<file path="config.mk">
export PLATFORM = sky130hd
export DESIGN_NAME = electronic_fuse_protector_core
export DESIGN_NICKNAME = d
export VERILOG_FILES = /design/src/efp_pkg.sv /design/src/efp_cfg_regs.sv /design/src/efp_fuse_step.sv /design/src/electronic_fuse_protector_core.sv
export SDC_FILE = /design/constraint.sdc
export NUM_CORES = 1
export LEC_CHECK = 0
export ABC_AREA = 1
export BUFFER_PORTS_ARGS = -buffer_cell sky130_fd_sc_hd__buf_2
export CAP_MARGIN = 20
export CORE_MARGIN = 1
export CORE_UTILIZATION = 50
export DETAILED_ROUTE_END_ITERATION = 12
export PLACE_DENSITY = 0.75
export SYNTH_ARGS = -nofsm -noshare
export SYNTH_HDL_FRONTEND = slang
export SYNTH_SLANG_ARGS = --single-unit
</file>
<file path="constraint.sdc">
create_clock -name clk -period 4.4 [get_ports clk]
set_input_delay 0.22 -clock clk [delete_from_list [all_inputs] [get_ports clk]]
set_output_delay 0.22 -clock clk [all_outputs]
set_load 0.1 [all_outputs]
</file>
<file path="src/efp_pkg.sv">
// Shared types and constants for the electronic fuse protector core.
// Used by efp_cfg_regs, efp_fuse_step and electronic_fuse_protector_core.
`timescale 1ns / 1ps

package efp_pkg;

    localparam int unsigned CFG_INDEX_W = 3;
    localparam int unsigned CFG_DATA_W  = 16;
    localparam int unsigned VOLT_W      = 16;
    localparam int unsigned CURR_W      = 16;
    localparam int unsigned DT_W        = 10;
    localparam int unsigned AGE_W       = 16;

    localparam logic [AGE_W-1:0]  AGE_MAX          = {AGE_W{1'b1}};
    localparam logic [15:0]       RECOVERY_DEFAULT = 16'd3000;
    localparam logic [VOLT_W-1:0] OV_LIMIT_DEFAULT = {VOLT_W{1'b1}};
    localparam logic [CURR_W-1:0] OC_LIMIT_DEFAULT = {CURR_W{1'b1}};

    typedef enum logic [CFG_INDEX_W-1:0] {
        REG_FORCE_OFF     = 3'd0,
        REG_OV_ENABLE     = 3'd1,
        REG_OV_LIMIT      = 3'd2,
        REG_OC_ENABLE     = 3'd3,
        REG_OC_LIMIT      = 3'd4,
        REG_AUTO_RECOVERY = 3'd5,
        REG_RECOVERY_MS   = 3'd6
    } cfg_index_t;

    typedef struct packed {
        logic              force_off;
        logic              overvoltage_enable;
        logic [VOLT_W-1:0] overvoltage_limit_mv;
        logic              overcurrent_enable;
        logic [CURR_W-1:0] overcurrent_limit_ma;
        logic              auto_recovery_enable;
        logic [AGE_W-1:0]  recovery_ms;
    } cfg_t;

    typedef struct packed {
        logic [VOLT_W-1:0] voltage_mv;
        logic [CURR_W-1:0] current_ma;
        logic [DT_W-1:0]   elapsed_ms;
    } sample_t;

    typedef struct packed {
        logic             fault_latched;
        logic             switch_on;
        logic [AGE_W-1:0] latch_age_ms;
    } state_t;

    typedef struct packed {
        logic output_on;
        logic overvoltage_now;
        logic overcurrent_now;
        logic off_by_fault;
        logic switched_on;
        logic switched_off;
    } result_t;

endpackage

</file>
<file path="src/efp_cfg_regs.sv">
// Configuration register file for the electronic fuse protector.
// Depends on efp_pkg for the register index codes and the cfg_t bundle.
`timescale 1ns / 1ps

module efp_cfg_regs (
    input  logic                             clk,
    input  logic                             rst_n,
    input  logic                             cfg_we,
    input  logic [efp_pkg::CFG_INDEX_W-1:0]  cfg_index,
    input  logic [efp_pkg::CFG_DATA_W-1:0]   cfg_data,
    output efp_pkg::cfg_t                    cfg
);

    efp_pkg::cfg_t cfg_reg;

    // Writes to an unlisted index are dropped; narrow registers keep bit zero only.
    always_ff @(posedge clk or negedge rst_n)
    begin
        if (!rst_n)
        begin
            cfg_reg.force_off            <= 1'b0;
            cfg_reg.overvoltage_enable   <= 1'b0;
            cfg_reg.overvoltage_limit_mv <= efp_pkg::OV_LIMIT_DEFAULT;
            cfg_reg.overcurrent_enable   <= 1'b0;
            cfg_reg.overcurrent_limit_ma <= efp_pkg::OC_LIMIT_DEFAULT;
            cfg_reg.auto_recovery_enable <= 1'b0;
            cfg_reg.recovery_ms          <= efp_pkg::RECOVERY_DEFAULT;
        end
        else if (cfg_we)
        begin
            unique case (efp_pkg::cfg_index_t'(cfg_index))
                efp_pkg::REG_FORCE_OFF:     cfg_reg.force_off            <= cfg_data[0];
                efp_pkg::REG_OV_ENABLE:     cfg_reg.overvoltage_enable   <= cfg_data[0];
                efp_pkg::REG_OV_LIMIT:      cfg_reg.overvoltage_limit_mv <= cfg_data;
                efp_pkg::REG_OC_ENABLE:     cfg_reg.overcurrent_enable   <= cfg_data[0];
                efp_pkg::REG_OC_LIMIT:      cfg_reg.overcurrent_limit_ma <= cfg_data;
                efp_pkg::REG_AUTO_RECOVERY: cfg_reg.auto_recovery_enable <= cfg_data[0];
                efp_pkg::REG_RECOVERY_MS:   cfg_reg.recovery_ms          <= cfg_data;
                default:                    cfg_reg                      <= cfg_reg;
            endcase
        end
    end

    assign cfg = cfg_reg;

endmodule

</file>
<file path="src/efp_fuse_step.sv">
// Combinational fuse decision for one sample: limit compares, latch age update
// and recovery check. Depends on efp_pkg for the cfg_t, sample_t, state_t and result_t types.
`timescale 1ns / 1ps

module efp_fuse_step (
    input  efp_pkg::cfg_t    cfg,
    input  efp_pkg::sample_t sample,
    input  efp_pkg::state_t  state,
    output efp_pkg::state_t  state_next,
    output efp_pkg::result_t result
);

    logic [efp_pkg::AGE_W:0]   age_sum;
    logic [efp_pkg::AGE_W-1:0] age_aged;
    logic                      ov;
    logic                      oc;
    logic                      by_fault;

    // The age grows only while the latch is set, and sticks at full scale.
    assign age_sum  = {1'b0, state.latch_age_ms}
                    + {{(efp_pkg::AGE_W + 1 - efp_pkg::DT_W){1'b0}}, sample.elapsed_ms};
    assign age_aged = !state.fault_latched ? state.latch_age_ms
                    : (age_sum[efp_pkg::AGE_W] ? efp_pkg::AGE_MAX
                                               : age_sum[efp_pkg::AGE_W-1:0]);

    assign ov = cfg.overvoltage_enable && (sample.voltage_mv > cfg.overvoltage_limit_mv);
    assign oc = cfg.overcurrent_enable && (sample.current_ma > cfg.overcurrent_limit_ma);

    always_comb
    begin
        state_next.fault_latched = state.fault_latched;
        state_next.latch_age_ms  = age_aged;
        state_next.switch_on     = 1'b0;
        by_fault                 = 1'b0;
        priority if (cfg.force_off)
        begin
            state_next.switch_on = 1'b0;
        end
        else if (ov || oc)
        begin
            // Only the first fault restarts the age.
            if (!state.fault_latched)
            begin
                state_next.fault_latched = 1'b1;
                state_next.latch_age_ms  = '0;
            end
            by_fault = 1'b1;
        end
        else if (!state.fault_latched)
        begin
            state_next.switch_on = 1'b1;
        end
        else if (cfg.auto_recovery_enable && (age_aged >= cfg.recovery_ms))
        begin
            state_next.fault_latched = 1'b0;
            state_next.latch_age_ms  = '0;
            state_next.switch_on     = 1'b1;
        end
        else
        begin
            by_fault = 1'b1;
        end
    end

    assign result.output_on       = state_next.switch_on;
    assign result.overvoltage_now = ov && !cfg.force_off;
    assign result.overcurrent_now = oc && !cfg.force_off;
    assign result.off_by_fault    = by_fault;
    assign result.switched_on     = !state.switch_on && state_next.switch_on;
    assign result.switched_off    = state.switch_on && !state_next.switch_on;

endmodule

</file>
<file path="src/electronic_fuse_protector_core.sv">
// Top level of the electronic fuse protector: input register, fuse state and result register.
// Depends on efp_pkg, efp_cfg_regs and efp_fuse_step.
`timescale 1ns / 1ps

// Usage
// Samples arrive on the input channel (in_valid / in_ready) as one word holding
// voltage_mv, current_ma and elapsed_ms. Each sample yields exactly one result word
// on the output channel (out_valid / out_ready) with the switch state and status flags.
// A sample is captured in the input register on acceptance; on the next edge at which
// the result register is free, the fuse decision is made, the fuse state is updated and
// the result is registered, raising out_valid. The block sustains one sample per clock
// cycle while the receiver takes each result; the rate is set by the update of the latch
// and latch age registers in the same cycle as the result register.
// When the receiver stalls, the result register holds its word and the input register
// holds the next sample, so two words are buffered before in_ready drops.
// Configuration is written through cfg_we, cfg_index and cfg_data, taking effect at once;
// it is meant to be written while no sample is in flight.
// Reset clears the valid flags of both pipeline stages, the fault latch, the latch age and the
// stored switch state, and loads every configuration register with its default value.

module electronic_fuse_protector_core (
    input  logic                             clk,
    input  logic                             rst_n,
    input  logic                             cfg_we,
    input  logic [efp_pkg::CFG_INDEX_W-1:0]  cfg_index,
    input  logic [efp_pkg::CFG_DATA_W-1:0]   cfg_data,
    input  logic                             in_valid,
    output logic                             in_ready,
    input  logic [efp_pkg::VOLT_W-1:0]       voltage_mv,
    input  logic [efp_pkg::CURR_W-1:0]       current_ma,
    input  logic [efp_pkg::DT_W-1:0]         elapsed_ms,
    output logic                             out_valid,
    input  logic                             out_ready,
    output logic                             output_on,
    output logic                             overvoltage_now,
    output logic                             overcurrent_now,
    output logic                             off_by_fault,
    output logic                             switched_on,
    output logic                             switched_off
);

    efp_pkg::cfg_t    cfg;
    efp_pkg::sample_t sample_reg;
    logic             sample_valid_reg;
    efp_pkg::state_t  state_reg;
    efp_pkg::state_t  state_next;
    efp_pkg::result_t result_reg;
    efp_pkg::result_t result_next;
    logic             result_valid_reg;
    logic             result_load;

    efp_cfg_regs u_cfg_regs (
        .clk       (clk),
        .rst_n     (rst_n),
        .cfg_we    (cfg_we),
        .cfg_index (cfg_index),
        .cfg_data  (cfg_data),
        .cfg       (cfg)
    );

    efp_fuse_step u_fuse_step (
        .cfg        (cfg),
        .sample     (sample_reg),
        .state      (state_reg),
        .state_next (state_next),
        .result     (result_next)
    );

    // The held sample moves on whenever the result register is empty or being drained.
    assign result_load = sample_valid_reg && (!result_valid_reg || out_ready);
    assign in_ready    = !sample_valid_reg || result_load;

    always_ff @(posedge clk or negedge rst_n)
    begin
        if (!rst_n)
        begin
            sample_valid_reg <= 1'b0;
            result_valid_reg <= 1'b0;
            state_reg        <= '0;
        end
        else
        begin
            if (in_ready)
            begin
                sample_valid_reg <= in_valid;
            end
            if (result_load)
            begin
                result_valid_reg <= 1'b1;
                state_reg        <= state_next;
            end
            else if (out_ready)
            begin
                result_valid_reg <= 1'b0;
            end
        end
    end

    // Payload registers carry no reset.
    always_ff @(posedge clk)
    begin
        if (in_valid && in_ready)
        begin
            sample_reg.voltage_mv <= voltage_mv;
            sample_reg.current_ma <= current_ma;
            sample_reg.elapsed_ms <= elapsed_ms;
        end
        if (result_load)
        begin
            result_reg <= result_next;
        end
    end

    assign out_valid       = result_valid_reg;
    assign output_on       = result_reg.output_on;
    assign overvoltage_now = result_reg.overvoltage_now;
    assign overcurrent_now = result_reg.overcurrent_now;
    assign off_by_fault    = result_reg.off_by_fault;
    assign switched_on     = result_reg.switched_on;
    assign switched_off    = result_reg.switched_off;

`ifndef SYNTHESIS
    // With the latch clear, the age must be back at zero.
    a_age_clear: assert property (@(posedge clk) disable iff (!rst_n)
        !state_reg.fault_latched |-> (state_reg.latch_age_ms == '0))
        else $error("latch age nonzero while latch is clear");

    // The reported switch state tracks the stored switch after each update.
    a_out_matches_state: assert property (@(posedge clk) disable iff (!rst_n)
        result_load |=> (output_on == state_reg.switch_on))
        else $error("result switch state differs from stored switch");

    // A fault-driven off never shows the switch on.
    a_fault_off: assert property (@(posedge clk) disable iff (!rst_n)
        out_valid |-> !(output_on && off_by_fault))
        else $error("output on while off by fault");

    // Forced off clears overvoltage_now, overcurrent_now, off_by_fault and output_on in the result it produces.
    a_force_flags: assert property (@(posedge clk) disable iff (!rst_n)
        (result_load && cfg.force_off) |=>
            (!overvoltage_now && !overcurrent_now && !off_by_fault && !output_on))
        else $error("status flags set during forced off");

    // The input side never takes a sample while both stages are full and stalled.
    a_no_overrun: assert property (@(posedge clk) disable iff (!rst_n)
        (sample_valid_reg && result_valid_reg && !out_ready) |-> !in_ready)
        else $error("input accepted while pipeline is full");
`endif

endmodule
</file>
* After elaboration in Yosys (flattened, before gate mapping)
Cells that the tools add are included.
Cells by class: $add $sub $neg 1, bitwise gates (word level) 1, multiplexer cells 17, order comparisons 3, reduce and logical (&&, ||, !) cells 27, equality and inequality tests 6
Operators with widths (count):
- 16-bit two-way mux | 6
- 16-bit greater-than comparator | 2
- 18-bit two-way mux | 1
- 16-bit by 10-bit adder with 17-bit output | 1
- 16-bit greater-or-equal comparator | 1
- 2-bit AND reduction | 8
- 1-bit two-way mux | 10
- 3-bit equality test, second input constant | 3
- 1-bit logical AND | 9
- 3-bit by 2-bit equality test with 1-bit output, second input constant | 2
- 1-bit zero test | 5
- 3-bit by 1-bit equality test with 1-bit output, second input constant | 1
- 3-bit zero test | 1
- 1-bit logical OR | 3
- 2-bit nonzero test | 1
- 1-bit inverter | 1
Storage, ports and cells: input bits 66, register bits 120, output and inout port bits 8

* Depth between registers and ports, before layout
depth after elaboration 11, depth in mapped cells 26, gate-level depth less buffers 25

* By module
A second synthesis with hierarchy kept.
Unflattened totals: cell total of the unflattened synthesis 801, area, all modules 6989.2 µm²
By module, submodules not included:
- efp_fuse_step | cells an instance 426, instances 1, area an instance 2502.4 µm²
- electronic_fuse_protector_core | cells an instance 137, instances 1, area an instance 2326.0 µm²
- efp_cfg_regs | cells an instance 238, instances 1, area an instance 2160.8 µm²

* Worst setup path before layout
Ideal clock, no wire load.
kind register -> register, start reg result_valid_reg (netlist: out_valid), end reg sample_reg[0] (netlist name) (enable), period minus slack after synthesis 3.218 ns, required time 3.953 ns, cell stages (with the launch flop) 4, setup time 0.447 ns, buffers on the path 0, setup slack 1.182 ns, arrival 2.771 ns, cells stage by stage dfrtp_1 > nand3_1 > nand2_1 > inv_1
Between the ends: word-level cells in the longest chain between the ends 5
RTL lines:
- start: declaration | RTL line electronic_fuse_protector_core.sv:49 | logic result_valid_reg;
- start signal: assignment | RTL line electronic_fuse_protector_core.sv:78 | result_valid_reg <= 1'b0;
- start signal: assignment | RTL line electronic_fuse_protector_core.sv:89 | result_valid_reg <= 1'b1;
- start signal: assignment | RTL line electronic_fuse_protector_core.sv:94 | result_valid_reg <= 1'b0;
- 1-bit zero test | RTL line electronic_fuse_protector_core.sv:70 | assign result_load = sample_valid_reg && (!result_valid_reg || out_ready);
- 1-bit logical OR | RTL line electronic_fuse_protector_core.sv:70
- 1-bit logical AND | RTL line electronic_fuse_protector_core.sv:70
- 1-bit logical OR | RTL line electronic_fuse_protector_core.sv:71 | assign in_ready = !sample_valid_reg || result_load;
- net in_ready | RTL line electronic_fuse_protector_core.sv:28 | output logic in_ready,
- 1-bit logical AND | RTL line electronic_fuse_protector_core.sv:102 | if (in_valid && in_ready)
- end: declaration | RTL line electronic_fuse_protector_core.sv:43 | efp_pkg::sample_t sample_reg;
The timed path passes the listed nets, and every way through them passes these cells. A chain may end at the register's enable or synchronous reset.

==> run_results.csv <==
group,metric,value,unit
critical_path,crit_required,4.57,ns
synth,syn-num-nets,864,
place,placed_cell_area,7000,sq um
synth,yosys.area_share.simple,19.7,%
clocking,clk_latency,0.42,ns
critical_path,critPathMostFrequentCell,"nand2_1",
detailed_routing,drtIter0Drc,290,
pwr,max-vdd-ir-drop,0.422,mV
critical_path,path_max_fanout,8,
clocking,cts_tree,"yes",
detailed_routing,firstDrtPassIters,5,
run,drv_cap,0,
place,place_ws,0.795,ns
synth,synth-xor-area-share,0.946,%
timing,hold_slack,0.0425,ns
grt,antenna_found_initial,0,
synth,synth_enable_flop_cells,48,
grt,overflow,0,
synth,synth_compound_area_share,8.99,%
place,io_buffers,73,
synth,yosys_warnings,0,
timing,tightest_slew,1.04,ns
timing,max_freq,275,MHz
synth,synth_top_family_by_area,"simple AND/OR/NAND/NOR gates",
grt,use_met2,38.6,%
timing,final-max-slew-violation-count,0,
pwr,power_density,582,nW/um^2
grt,grt_start_max_net_pins,53,
detailed_routing,viasPerCell,4.99,
synth,ys_ff_latch,120,
timing,clock_skew,0.0139,ns
synth,syn_inst,739,
place,dp_hpwl,9.61,mm
grt,busiest_layer,"met2",
cells_and_area,multiInputGateArea,2670,sq um
detailed_routing,drc,0,
floorplanning,die_area,13400,sq um
timing,finalCritPeriodShare,82.6,%
timing,setup_ws,0.764,ns
critical_path,cp-end-kind,"flip-flop",
floorplanning,core_area,12600,sq um
cells_and_area,largest_register_ffs,52,
critical_path,worstSetupPathType,"flip-flop to flip-flop",
detailed_routing,ant_nets,0,
pwr,leakage,0.00402,uW
clocking,postCtsSetupBuffers,0,
synth,syn_avg_cell_area,8.77,sq um
synth,ys_async_sr_fraction,60.0,%
worst_hold_path,hp-class,"primary input to flip-flop",
grt,met3_usage,6.59,%
clocking,cts_root_buffer,"clkbuf_16",
grt,grtUsageTotal,22.5,%
synth,synth.distinct_cells,31,
critical_path,crit_chain,"ha_1, fa_1, nand3_1, nand2_1, nand3_1, nand2_2, nand2_1, nand2_2, o22ai_1, inv_1, ha_1, nand2_1, nor3_1, nand2_1, nand3_1, nand2_1, a21oi_1, nand2_1, nand2_1, inv_1",
timing,setup_tns,0,ns
critical_path,slowest_stage,"dfrtp_1",
clocking,path_clk_slew,0.05,ns
floorplanning,die_w,116,um
clocking,holdBufCountCts,43,
critical_path,max_stage_delay,0.41,ns
detailed_routing,routedWlPerCell,13.5,um
cells_and_area,fillers,1092,
cells_and_area,num-nets-final,985,
floorplanning,io-pin-count,74,
cells_and_area,syn_to_final_growth,23.9,%
synth,synth_flop_cell,"edfxtp_1",
clocking,clk_path_buf_depth,2,
floorplanning,rows,41,
detailed_routing,vias,5210,
detailed_routing,wl,14.1,mm
critical_path,arrival,3.81,ns
floorplanning,start_util,51.4,%
synth,synthMuxAreaShare,0,%
timing,rsz0062_at_grt,"no",
clocking,cts_buffers,17,
critical_path,startpoint_type,"flip-flop",
clocking,cts_resized,0,
timing,relSlewSlack,30.3,%
cells_and_area,n_antenna_cell,0,
cells_and_area,drive_above_1_share,18.3,%
floorplanning,dieHeight,116,um
cells_and_area,utilization,63.6,%
timing,final-setup-viol-count,0,
grt,grt_pass1_vias,4980,
clocking,clkSinkCount,120,
timing,period_minus_slack,3.64,ns
outcome,status,"completed",
cells_and_area,design_area,8030,sq um
synth,netlist_area,6480,sq um
synth,synth_adder_area_share,11.5,%
cells_and_area,regArea,3290,sq um
clocking,cts_htree_levels,4,
grt,met1_usage,27.5,%
timing,hold_viol_final,0,
synth,synth_seq_area_share,50.8,%
grt,grt_first_pass_wirelength,22.9,mm
place,gp_congestion,0.917,
[cell usage after synthesis, types with 2 or more instances]
cell,number,share of area (%)
xor2_1,5,0.68
a21oi_1,34,2.6
nand3_1,27,2.1
dfstp_2,39,16
dfrtp_1,33,13
nand4_1,8,0.77
o21a_1,3,0.35
xnor2_1,2,0.27
a31oi_1,5,0.48
nor2_2,2,0.19
inv_1,119,6.9
o22ai_1,7,0.68
nand3_2,2,0.31
ha_1,58,11
edfxtp_1,48,22
nor2_1,40,2.3
nand2_2,7,0.68
clkbuf_1,13,0.75
o21ai_0,54,4.2
nand2_1,218,13
nor3_1,4,0.31
a21oi_2,2,0.27
[critical path, delay by kind of cell, from the launching register on]
family,cells,cell delay [ns]
AOI/OAI and AO/OA,2,0.47
adders and majority gates,3,0.96
buffers and inverters,2,0.12
DFF,1,0.41
and+or+nand+nor,13,1.45
[report_power, final]
part           internal [uW]  switching [uW]  total, uW
logic                    637            1070       1710
clock network            866             500       1370
registers               1430             175       1600
total                   2930            1750       4680
[metal layers]
metal / vias up / routed length, um
met3: 17 / 622
met4: 0 / 151
met1: 2420 / 6270
met2: 138 / 7030
li1: 2635 / -
met5: - / 0
[stage by stage]
| step | total power [uW] | instances |
|---|---|---|
| finish | 4680 | 1045 |
| global route | 5020 | 1045 |
| CTS | 4690 | 1045 |
| detailed placement | 3260 | 970 |
| global placement | 3220 | 970 |
| floorplan | 2880 | 739 |
[logic make-up after synthesis]
family	after synthesis
XOR/XNOR	7
buffers and inverters	135
AO/OA/AOI/OAI	108
AND/OR/NAND/NOR	310
flip-flops	120
adder cells (fa/ha/maj)	59
[placed cells by master (no fill, tap or decap), types with 3 or more instances in the layout]
cell and count:
dfstp_2 39, dfrtp_1 33, edfxtp_1 48, nor3_1 4, inv_1 118, clkinv_2 3, a21oi_1 34, ha_1 58
a31oi_1 5, dlygate4sd3_1 43, xor2_1 5, nand3_1 27, nand2_2 7, nor2_1 40, nand4_1 8, o21a_1 3
o22ai_1 7, buf_2 73, o21ai_0 54, clkbuf_8 3, nand2_1 218, clkbuf_16 20
[path summary, 6_finish.rpt]
| check | startpoint | to | slack, ns | depth (start not counted) |
|---|---|---|---|---|
| setup / recovery | state_reg[0] | switched_off | 0.76 | 20 |
| hold / removal | in_valid | sample_valid_reg | 0.04 | 3 |
| setup reg to reg | state_reg[0] | switched_off | 0.76 | 20 |
| hold reg to reg | u_cfg_regs.cfg[1] | u_cfg_regs.cfg[1] | 0.49 | 2 |
| max in group asynchronous | rst_n | state_reg[6] | 3.03 | 3 |
| min in group asynchronous | rst_n | state_reg[15] | 0.34 | 2 |
[cell type report]
class / instances / share of cell area, %
Clock buffer: 24 / 6.79
Sequential cell: 120 / 41.0
Inverter: 119 / 5.56
Tap cell: 172 / 2.68
Timing Repair Buffer: 118 / 10.1
Clock inverter: 8 / 0.670
Multi-Input combinational cell: 484 / 33.2
(Power assumes the default switching activity.)
